File: config.mk
export PLATFORM = sky130hd
export DESIGN_NAME = dbba_map
export DESIGN_NICKNAME = d
export VERILOG_FILES = /design/src/design/dbba_pkg.sv /design/src/design/dbba_map.sv
export SDC_FILE = /design/constraint.sdc
export NUM_CORES = 2
export LEC_CHECK = 0
export ABC_AREA = 1
export BUFFER_PORTS_ARGS = -buffer_cell sky130_fd_sc_hd__buf_2
export CAP_MARGIN = 20
export CORE_AREA = 2 2 565 987
export DETAILED_ROUTE_END_ITERATION = 6
export DIE_AREA = 0 0 567 989
export SYNTH_ARGS = -nofsm -noshare
export SYNTH_HDL_FRONTEND = slang
export SYNTH_SLANG_ARGS = --single-unit
File: constraint.sdc
create_clock -name clk -period 13.61 [get_ports clk]
set_input_delay 2.0415 -clock clk [delete_from_list [all_inputs] [get_ports clk]]
set_output_delay 2.0415 -clock clk [all_outputs]
set_load 0.01 [all_outputs]
File: src/design/dbba_pkg.sv
// ----------------------------------------------------------------------------
// Bitmap allocator package
// Shared types, codes and a helper function for the data block bitmap
// allocator.
// ----------------------------------------------------------------------------
package dbba_pkg;

  localparam int WORD_BITS = 64;
  localparam int BIT_W     = 6;
  localparam int BLK_W     = 16;
  localparam int CNT_W     = 13;

  typedef enum logic [1:0] {
    MODE_USE,
    MODE_FREE,
    MODE_FIND
  } mode_t;

  typedef enum logic [1:0] {
    STAT_OK,
    STAT_RANGE,
    STAT_NONE
  } status_t;

  typedef enum logic [1:0] {
    ST_CLEAR,
    ST_IDLE,
    ST_MARK,
    ST_SCAN
  } state_t;

  typedef enum logic {
    REG_AREA_BASE,
    REG_AREA_LEN
  } reg_idx_t;

  function automatic logic [CNT_W-1:0] free_calc(input logic [CNT_W-1:0] used,
                                                 input logic [CNT_W-1:0] win);
    logic [CNT_W-1:0] res;
    if (used > win) begin
      res = '0;
    end else begin
      res = win - used;
    end
    return res;
  endfunction

endpackage

File: src/design/dbba_map.sv
// ----------------------------------------------------------------------------
// Bitmap allocator usage map
// Usage bitmap held as 64-bit words, one write port and one read port with
// registered read data.
// ----------------------------------------------------------------------------
module dbba_map #(
  parameter int AW = 6
) (
  input  logic                          clk,
  input  logic                          wr_en,
  input  logic [AW-1:0]                 wr_addr,
  input  logic [dbba_pkg::WORD_BITS-1:0] wr_data,
  input  logic [AW-1:0]                 rd_addr,
  output logic [dbba_pkg::WORD_BITS-1:0] rd_data
);
  import dbba_pkg::*;

  localparam int DEPTH = 1 << AW;

  logic [WORD_BITS-1:0] mem [0:DEPTH-1];

  always_ff @(posedge clk) begin
    if (wr_en) begin
      mem[wr_addr] <= wr_data;
    end
  end

  always_ff @(posedge clk) begin
    rd_data <= mem[rd_addr];
  end

endmodule

==> impl_metrics.ini <==
[global_route]
grt.overflow.total = 0
grt.total_usage_pct = 18.78
antenna_found_initial = 65
grt_pass1_wl_um = 768500
grt_max_degree = 232
grt_pass1_vias = 103600

[place]
place_area_mm2 = 0.1732
dp.cells = 20170
portBuffers = 141
pre_cts_ws_ns = 7.010
hpwl_um = 269700
gp_congestion = 0.7849

[final_layout]
areaGrowthSynthToFinish_pct = 11.84
fin_util_pct = 33.47
instances_no_fill = 20870
final_nets = 13360
drive_gt1_share_pct = 7.359
multiInputGateArea_mm2 = 0.03662
regArea_mm2 = 0.1243
stdcell_area_mm2 = 0.1849
nFillCells = 53600

[die]
die_w_um = 567
pin_count = 142
die_area_mm2 = 0.5608
die_y_um = 989
start_util_pct = 29.92
rows = 361
core_mm2 = 0.5524

[synthesis]
syn_area_mm2 = 0.1653
synth.distinct_cells = 16
yosysSeqAreaShare_pct = 75.18
synth_cells = 13410
yosys_warnings = 0
post_synth.cell_area_avg_um2 = 12.33
synth_fp_nets = 13480
ys_ff_latch = 4160

[routing]
drc_errors = 0
routed_wl_um = 546000
vias_per_cell = 5.258
dr.first_iter.drc_count = 13410
ant_nets = 0
vias = 109700
post_drt_wl_per_cell_um = 26.16
firstDrtPassIters = 6

[setup_path]
startpoint_type = input pin
crit_fanout = 83
timing.rr.start = mem[41][61]$_DFFE_PP_
path_class = in -> reg
endpoint_kind = flip-flop
r2r-end = rd_data[61]$_DFF_P_
worstSetupEndpoint = rd_data[7]$_DFF_P_
cp-startpoint = rd_addr[0]
rrSetupSlack_ns = 11.97
reg2reg_depth = 8
critPathRequiredTime_ns = 14.45
crit_arrival_ns = 6.58

[sta]
tightest_slew_ns = 1.363
post-route-period-util_pct = 42.20
finClkSkew_ns = 0.04211
finalSetupViolations = 0
worst_hold_slack_ns = 0.7777
tns_ns = 0
hold_violations = 0
fin_ws_ns = 7.867
final-max-slew-violation-count = 0
rsz0062_at_grt = no
min_period_ns = 5.743
max_freq_ghz = 0.1741
max_slew_margin_pct = 9.151

[clock_network]
cts_hold_buf = 0
clkLatencyLatePin_ns = 0.96
clk_pin_slew_ns = 0.07
numClockSinks = 4160
htree_levels = 5
clock_path_buffers = 4
cts_buffers = 349
cts_setup_buffers = 0
cts_root_buffer = clkbuf_16
cts_tree = done
cts_resized = 0

[job]
maxCapViolCount = 0

[pwr]
cellLeakagePower_nw = 63.11
vdd_ir_drop_max_v = 0.0001048
power_density_mw_per_mm2 = 140.2
p_total_mw = 25.92

[worst_hold_path]
worstHoldPathType = reg -> reg

[outcome]
status = finished clean
metal layers:
| layer | wire, µm | global-route usage, % | part of all wire [%] | vias up |
|---|---|---|---|---|
| li1 | - | - | - | 47510 |
| met1 | 201800 | 22.98 | 37 | 55350 |
| met2 | 271400 | 32.68 | 50 | 5578 |
| met3 | 42590 | 2.141 | 7.8 | 1271 |
| met4 | 30100 | 9.480 | 5.5 | 14 |
| met5 | 95 | 0 | 0.017 | - |
synth_stat cells (all sizes together):
cell type  number  area (µm²)
nand4           9       56.30
clkbuf        147       551.8
inv            12       50.05
edfxtp       4096      123000
nand2        4416       16580
nor2           56       210.2
nor4            8       50.05
nand3        3847       19250
dfxtp          64        1281
buf           750        4279
power by group:
part	total, mW	internal (mW)	switching [mW]
logic	1.53	0.366	1.16
registers	14.3	14.2	0.0784
clock network	10.1	5.43	4.72
final cells by class:
| type | instances | area share, % |
|---|---|---|
| flip-flops and latches | 4160 | 67.22 |
| inverters | 12 | 0.05685 |
| multi-input cells | 8336 | 19.81 |
| repair buffers | 419 | 1.852 |
| clock buffers | 449 | 5.110 |
| well taps | 7260 | 4.913 |
| diodes | 46 | 0.06226 |
| clock inverters | 185 | 0.9773 |
placed cells by master (no fill, tap or decap), drive strengths merged:
cell type,netlist,final
nand4,9,9
clkinv,0,126
nor4,8,8
diode,0,46
bufinv,0,26
nand2,4416,4416
clkinvlp,0,24
edfxtp,4096,4096
nor2,56,56
dfxtp,64,64
nand3,3847,3847
inv,12,21
clkbuf,147,449
buf,750,419
state kept, by name, summed over array words and instances (netlist names):
name / flops
mem: 4096
rd_data: 64
worst min-delay path by stage:
| stage | endpoint | slack (ns) | cells after the start | from |
|---|---|---|---|---|
| floorplan | rd_data[0]$_DFF_P_ | 0.72 | 8 | mem[8][0]$_DFFE_PP_ |
| global placement | rd_data[12]$_DFF_P_ | 0.77 | 8 | mem[8][12]$_DFFE_PP_ |
| detailed placement | rd_data[12]$_DFF_P_ | 0.77 | 8 | mem[10][12]$_DFFE_PP_ |
| CTS | rd_data[56]$_DFF_P_ | 0.77 | 8 | mem[10][56]$_DFFE_PP_ |
| global route | rd_data[50]$_DFF_P_ | 0.83 | 8 | mem[12][50]$_DFFE_PP_ |
| finish | rd_data[56]$_DFF_P_ | 0.78 | 8 | mem[10][56]$_DFFE_PP_ |
cell families after synthesis:
| family | after synthesis | share of synthesized area, % |
|---|---|---|
| and+or+nand+nor | 8336 | 21.87 |
| DFF | 4160 | 75.18 |
| buffers and inverters | 909 | 2.953 |
critical path, stage by stage:
cell,delay [ns]
buf_12,0.25
buf_4,0.64
buf_4,0.83
buf_4,0.66
buf_4,0.81
nand2_1,0.14
nand3_1,0.13
nand3_1,0.09
nand3_1,0.12
nand3_1,0.12
nand2_1,0.10
nand2_1,0.23
nand2_1,0.18
Note: power is estimated with default switching activity, not from simulation.
