<file path="src/design/dbba_pkg.sv">
// ----------------------------------------------------------------------------
// Bitmap allocator package
// Shared types, codes and a helper function for the data block bitmap
// allocator.
// ----------------------------------------------------------------------------
package dbba_pkg;

  localparam int WORD_BITS = 64;
  localparam int BIT_W     = 6;
  localparam int BLK_W     = 16;
  localparam int CNT_W     = 13;

  typedef enum logic [1:0] {
    MODE_USE,
    MODE_FREE,
    MODE_FIND
  } mode_t;

  typedef enum logic [1:0] {
    STAT_OK,
    STAT_RANGE,
    STAT_NONE
  } status_t;

  typedef enum logic [1:0] {
    ST_CLEAR,
    ST_IDLE,
    ST_MARK,
    ST_SCAN
  } state_t;

  typedef enum logic {
    REG_AREA_BASE,
    REG_AREA_LEN
  } reg_idx_t;

  function automatic logic [CNT_W-1:0] free_calc(input logic [CNT_W-1:0] used,
                                                 input logic [CNT_W-1:0] win);
    logic [CNT_W-1:0] res;
    if (used > win) begin
      res = '0;
    end else begin
      res = win - used;
    end
    return res;
  endfunction

endpackage

</file>
<file path="src/design/dbba_ffz.sv">
// ----------------------------------------------------------------------------
// Bitmap allocator free bit encoder
// Priority encoder giving the lowest clear bit of a map word among the bits
// that lie inside the window.
// ----------------------------------------------------------------------------
module dbba_ffz (
  input  logic [dbba_pkg::WORD_BITS-1:0] word,
  input  logic [dbba_pkg::WORD_BITS-1:0] mask,
  output logic                           hit,
  output logic [dbba_pkg::BIT_W-1:0]     pos
);
  import dbba_pkg::*;

  logic [WORD_BITS-1:0] free_bits;

  assign free_bits = ~word & mask;
  assign hit       = |free_bits;

  always_comb begin
    pos = '0;
    for (int i = WORD_BITS - 1; i >= 0; i--) begin
      if (free_bits[i]) begin
        pos = BIT_W'(i);
      end
    end
  end

endmodule

</file>
<file path="src/design/dbba_seq.sv">
// ----------------------------------------------------------------------------
// Bitmap allocator sequencer
// Runs the clearing pass, the read-modify-write of a mark and the word by
// word scan for a free block, and keeps the used count and the result beat.
// ----------------------------------------------------------------------------
module dbba_seq #(
  parameter int AW = 6
) (
  input  logic                           clk,
  input  logic                           rst,
  input  logic                           start,
  output logic                           busy,
  input  logic [1:0]                     mode,
  input  logic [dbba_pkg::BLK_W-1:0]     block_number,
  input  logic [dbba_pkg::BLK_W-1:0]     area_base,
  input  logic [dbba_pkg::CNT_W-1:0]     win,
  output logic [AW-1:0]                  rd_addr,
  input  logic [dbba_pkg::WORD_BITS-1:0] rd_data,
  output logic                           wr_en,
  output logic [AW-1:0]                  wr_addr,
  output logic [dbba_pkg::WORD_BITS-1:0] wr_data,
  output logic                           done,
  output logic [1:0]                     status,
  output logic [dbba_pkg::BLK_W-1:0]     found_block,
  output logic [dbba_pkg::CNT_W-1:0]     free_count
);
  import dbba_pkg::*;

  state_t               state, state_next;
  logic [AW-1:0]        clr_addr, clr_addr_next;
  logic                 op_set, op_set_next;
  logic [AW-1:0]        op_addr, op_addr_next;
  logic [BIT_W-1:0]     op_bit, op_bit_next;
  logic [AW-1:0]        scan_addr, scan_addr_next;
  logic [AW-1:0]        chk_addr, chk_addr_next;
  logic [CNT_W-1:0]     used_total, used_next;
  logic                 done_next;
  status_t              status_reg, status_next;
  logic [BLK_W-1:0]     found_next;
  logic [CNT_W-1:0]     free_next;

  logic [BLK_W-1:0]     rel;
  logic                 in_win;
  logic [CNT_W-1:0]     win_m1;
  logic [AW-1:0]        last_addr;
  logic [WORD_BITS-1:0] scan_mask;
  logic                 ffz_hit;
  logic [BIT_W-1:0]     ffz_pos;
  logic                 bit_was;
  logic [WORD_BITS-1:0] bit_sel;

  assign rel       = block_number - area_base;
  assign in_win    = (block_number >= area_base) && (rel < BLK_W'(win));
  assign win_m1    = win - CNT_W'(1);
  assign last_addr = AW'(win_m1[CNT_W-1:BIT_W]);
  assign scan_mask = (chk_addr == last_addr) ?
                     ({WORD_BITS{1'b1}} >> (BIT_W'(WORD_BITS - 1) - win_m1[BIT_W-1:0])) :
                     {WORD_BITS{1'b1}};
  assign bit_sel   = WORD_BITS'(1) << op_bit;
  assign bit_was   = rd_data[op_bit];

  dbba_ffz u_ffz (
    .word (rd_data),
    .mask (scan_mask),
    .hit  (ffz_hit),
    .pos  (ffz_pos)
  );

  always_ff @(posedge clk) begin
    if (rst) begin
      state      <= ST_CLEAR;
      clr_addr   <= '0;
      used_total <= '0;
      done       <= 1'b0;
    end else begin
      state      <= state_next;
      clr_addr   <= clr_addr_next;
      used_total <= used_next;
      done       <= done_next;
    end
  end

  always_ff @(posedge clk) begin
    op_set      <= op_set_next;
    op_addr     <= op_addr_next;
    op_bit      <= op_bit_next;
    scan_addr   <= scan_addr_next;
    chk_addr    <= chk_addr_next;
    status_reg  <= status_next;
    found_block <= found_next;
    free_count  <= free_next;
  end

  assign status = status_reg;
  assign busy   = (state != ST_IDLE);

  always_comb begin
    state_next     = state;
    clr_addr_next  = clr_addr;
    op_set_next    = op_set;
    op_addr_next   = op_addr;
    op_bit_next    = op_bit;
    scan_addr_next = scan_addr;
    chk_addr_next  = chk_addr;
    used_next      = used_total;
    done_next      = 1'b0;
    status_next    = STAT_OK;
    found_next     = '0;
    free_next      = free_calc(used_total, win);
    rd_addr        = scan_addr;
    wr_en          = 1'b0;
    wr_addr        = clr_addr;
    wr_data        = '0;

    case (state)
      ST_CLEAR: begin
        wr_en         = 1'b1;
        clr_addr_next = clr_addr + AW'(1);
        if (clr_addr == {AW{1'b1}}) begin
          state_next = ST_IDLE;
        end
      end

      ST_IDLE: begin
        if (start) begin
          case (mode_t'(mode))
            MODE_USE, MODE_FREE: begin
              if (in_win) begin
                op_set_next  = (mode_t'(mode) == MODE_USE);
                op_addr_next = AW'(rel[BLK_W-1:BIT_W]);
                op_bit_next  = rel[BIT_W-1:0];
                rd_addr      = AW'(rel[BLK_W-1:BIT_W]);
                state_next   = ST_MARK;
              end else begin
                done_next   = 1'b1;
                status_next = STAT_RANGE;
              end
            end
            MODE_FIND: begin
              if (win == '0) begin
                done_next   = 1'b1;
                status_next = STAT_NONE;
              end else begin
                rd_addr        = '0;
                chk_addr_next  = '0;
                scan_addr_next = AW'(1);
                state_next     = ST_SCAN;
              end
            end
            default: begin
              done_next = 1'b1;
            end
          endcase
        end
      end

      ST_MARK: begin
        wr_en   = 1'b1;
        wr_addr = op_addr;
        if (op_set) begin
          wr_data = rd_data | bit_sel;
          if (!bit_was) begin
            used_next = used_total + CNT_W'(1);
          end
        end else begin
          wr_data = rd_data & ~bit_sel;
          if (bit_was && (used_total != '0)) begin
            used_next = used_total - CNT_W'(1);
          end
        end
        done_next  = 1'b1;
        free_next  = free_calc(used_next, win);
        state_next = ST_IDLE;
      end

      ST_SCAN: begin
        rd_addr        = scan_addr;
        scan_addr_next = scan_addr + AW'(1);
        chk_addr_next  = scan_addr;
        if (ffz_hit) begin
          done_next   = 1'b1;
          found_next  = area_base + BLK_W'({chk_addr, ffz_pos});
          state_next  = ST_IDLE;
        end else if (chk_addr == last_addr) begin
          done_next   = 1'b1;
          status_next = STAT_NONE;
          state_next  = ST_IDLE;
        end
      end

      default: begin
        state_next = ST_IDLE;
      end
    endcase
  end

endmodule

</file>
<file path="config.mk">
export PLATFORM = sky130hd
export DESIGN_NAME = dbba_seq
export DESIGN_NICKNAME = d
export VERILOG_FILES = /design/src/design/dbba_pkg.sv /design/src/design/dbba_ffz.sv /design/src/design/dbba_seq.sv
export SDC_FILE = /design/constraint.sdc
export NUM_CORES = 1
export LEC_CHECK = 0
export ABC_AREA = 1
export BUFFER_PORTS_ARGS = -buffer_cell sky130_fd_sc_hd__buf_4
export CORE_MARGIN = 2
export CORE_UTILIZATION = 41
export CTS_CLUSTER_DIAMETER = 30
export DETAILED_ROUTE_END_ITERATION = 6
export GPL_TIMING_DRIVEN = 0
export PLACE_DENSITY = 0.68
export SYNTH_ARGS = -nofsm -noshare
export SYNTH_HDL_FRONTEND = slang
export SYNTH_HIERARCHICAL = 1
export SYNTH_SLANG_ARGS = --single-unit
</file>
<file path="constraint.sdc">
create_clock -name clk -period 8.5 [get_ports clk]
set_input_delay 1.275 -clock clk [delete_from_list [all_inputs] [get_ports clk]]
set_output_delay 1.275 -clock clk [all_outputs]
set_load 0.02 [all_outputs]
</file>
==> results.yml <==
floorplan:
  die_x_um: 168
  num_io_pins: 224
  fp.dieArea_sq_um: 28100
  initial_core_util: 0.419
  fp.dieH_um: 168
  std_cell_rows: 59
  coreArea_sq_um: 26200
sta:
  final-hold-violation-count: 0
  tightest_slew_ps: 933
  hold_slack_ps: 507
  fin_ws_ps: 742
  fin_crit_sh: 0.913
  slew-limit-headroom: 0.376
  fin_setup_tns_ps: 0
  fmaxAchievable_mhz: 129
  skew_ps: 6.47
  final_max_slew_viol_count: 0
  setup_violations: 0
  period_needed_ps: 7760
logic_synthesis:
  yosys.area.top_type_share: 0.177
  syn_area_sq_um: 11000
  ys_warn_count: 6
  synthTopCellsByArea: "nand2_1, dfxtp_1, inv_1"
  ys_ff_latch: 78
  yosysUniqueCellTypes: 54
  syn_avg_cell_area_sq_um: 5.79
  yosysTopAreaCell: "nand2_1"
  ys_seq_area_frac: 0.165
  syn_inst: 1897
  syn_nets: 2089
cells_and_area:
  mostFrequentLayoutCells: "nand2_1, inv_1, buf_4, a21oi_1, nor2_1"
  fill_cells: 2791
  multi_input_area_sq_um: 7870
  seqCellArea_sq_um: 1810
  final_common_cell: "nand2_1"
  largest_reg_flops: 16
  regMostFlops: "found_block"
  diodes: 0
  finalNetCount: 2331
  layout-drive-gt1-share: 0.167
  syn_to_final_growth_pct: 22.5
  top_regs: "found_block x16, free_count x13, used_total x13"
  fin_util: 0.514
routing:
  first_pass_iters: 7
  avgViaCountPerCell: 5.52
  wire_per_inst_um: 19.5
  maxUsedRoutingLayer: "met4"
  vias: 13700
  wl_met2_um: 21300
  wl_met1_um: 20900
  wl_met3_um: 3570
  drt_iter0_markers: 1390
  post-route-drc-count: 0
  drt_wl_total_um: 48400
  antenna_left: 0
clocking:
  cts_tree: "done"
  cts-root-buf: "clkbuf_16"
  clk_latency_ps: 340
  holdBufCountCts: 0
  path_clk_slew_ps: 60
  cts_inserted_buffers: 9
  clockBufferDepth: 2
  cts.htree.levels: 3
  cts.sinks: 78
setup_path:
  cp_num_buf_inv: 6
  max_stage_delay_ps: 390
  required_ps: 8730
  crit_top_cell: "nand2_1"
  cp-start-kind: "input port"
  critical_path_class: "input port to flop"
  endpoint_kind: "flop"
  worstPathMaxFanout: 5
  critPathSlowestCell: "fa_1"
  cp_data_arrival_time_ps: 7990
  crit_family: "simple AND/OR/NAND/NOR gates"
flow_run:
  drv_cap: 0
grt:
  gr-total-overflow: 0
  antenna_found_initial: 0
  grt_pass1_wl_um: 73100
  grt_pass1_vias: 12500
  grt_max_degree: 20
  gr-usage-all-layers: 0.337
placement:
  portBuffers: 223
  dpl.hpwl_um: 39600
  place_congestion: 0.971
  post-place-ws_ps: -232
power_and_ir_drop:
  leakagePower_nw: 6.85
  peakVddDrop_mv: 0.0875
  p_per_area_nw_per_um2: 86.2
status:
  outcome: "complete, no violations"
min_path:
  hold_path.class: "flop to flop"
## routing by layer
layer | vias up | track usage
li1 | 6678 | -
met1 | 6202 | 0.444
met2 | 684 | 0.551
met3 | 118 | 0.0390
met4 | 0 | 0.159
met5 | - | 0
## kinds of logic (layout without fill, tap and decap cells)
family	count (synthesis)	after routing	share of synthesized area
simple gates	981	981	0.396
compound gates	368	368	0.189
buf+inv	346	593	0.123
fa+ha+maj	78	78	0.0916
flops	78	78	0.165
xor+xnor	45	45	0.0359
other cells	1	1	0.000341
## Yosys cell counts, drive strengths merged
master and n:
a211oi 1, a21boi 1, a21o 3, a21oi 191, a221oi 2, a22o 2, a311oi 21, a31o 1
a31oi 10, a32o 3, and2 6, and3 2, buf 22, clkbuf 45, clkinv 5, conb 1
dfxtp 53, edfxtp 25, fa 4, ha 74, inv 274, nand2 566, nand3 133, nand3b 2
nand4 27, nor2 198, nor2b 1, nor3 33, nor4 9, o2111ai 2, o211ai 17, o21a 5
o21ai 101, o21bai 6, o31ai 2, or2 4, xnor2 7, xor2 38
## report_power, final
group / switching (W) / total (W) / leakage (nW) / internal, W
logic: 0.000257 / 0.000401 / 6.03 / 0.000144
clock network: 0.000157 / 0.000363 / 0.131 / 0.000206
registers: 0.00000338 / 0.000397 / 0.682 / 0.000394
## area by class of cell
cell class	instances	area share
multi-input combinational	1473	0.585
clock inverter	2	0.000743
sequential	78	0.135
timing repair buffer	231	0.129
clock buffer	14	0.0189
buffer	67	0.0225
inverter	279	0.0785
tap	335	0.0311
## worst paths after layout
| kind | startpoint | endpoint | cells after the start | slack, ps |
|---|---|---|---|---|
| worst min-delay path | clr_addr[5]$_SDFFE_PP0P_ | clr_addr[5]$_SDFFE_PP0P_ | 2 | 510 |
| worst max-delay path | win[1] | found_block[14]$_SDFF_PN0_ | 86 | 740 |
| worst max register to register | chk_addr[2]$_SDFFCE_PN0P_ | found_block[14]$_SDFF_PN0_ | 80 | 2000 |
| worst min register to register | clr_addr[5]$_SDFFE_PP0P_ | clr_addr[5]$_SDFFE_PP0P_ | 2 | 510 |
## worst register-to-register path: cells and delay by family (launching register included)
family / cells / cell delay [ps]
AND/OR/NAND/NOR: 68 / 4150
adder cells (fa/ha/maj): 2 / 580
AO/OA/AOI/OAI: 5 / 540
flip-flops: 1 / 450
XOR/XNOR: 2 / 360
buffers and inverters: 3 / 320
## per-stage QoR
| stage | std cells | power [W] | area (sq um) |
|---|---|---|---|
| global route | 2479 | 0.00122 | 13500 |
| finish | 2479 | 0.00116 | 13500 |
| detailed placement | 2455 | 0.000794 | 13100 |
| global placement | 2455 | 0.000792 | 13100 |
| floorplan | 1897 | 0.000635 | 11000 |
| CTS | 2471 | 0.00116 | 13300 |
## timing repair
item | in CTS | in global routing
resized for setup | 0 | 17
setup endpoints to repair | 0 | 14
setup buffers | 0 | 8
(Power assumes the default switching activity.)
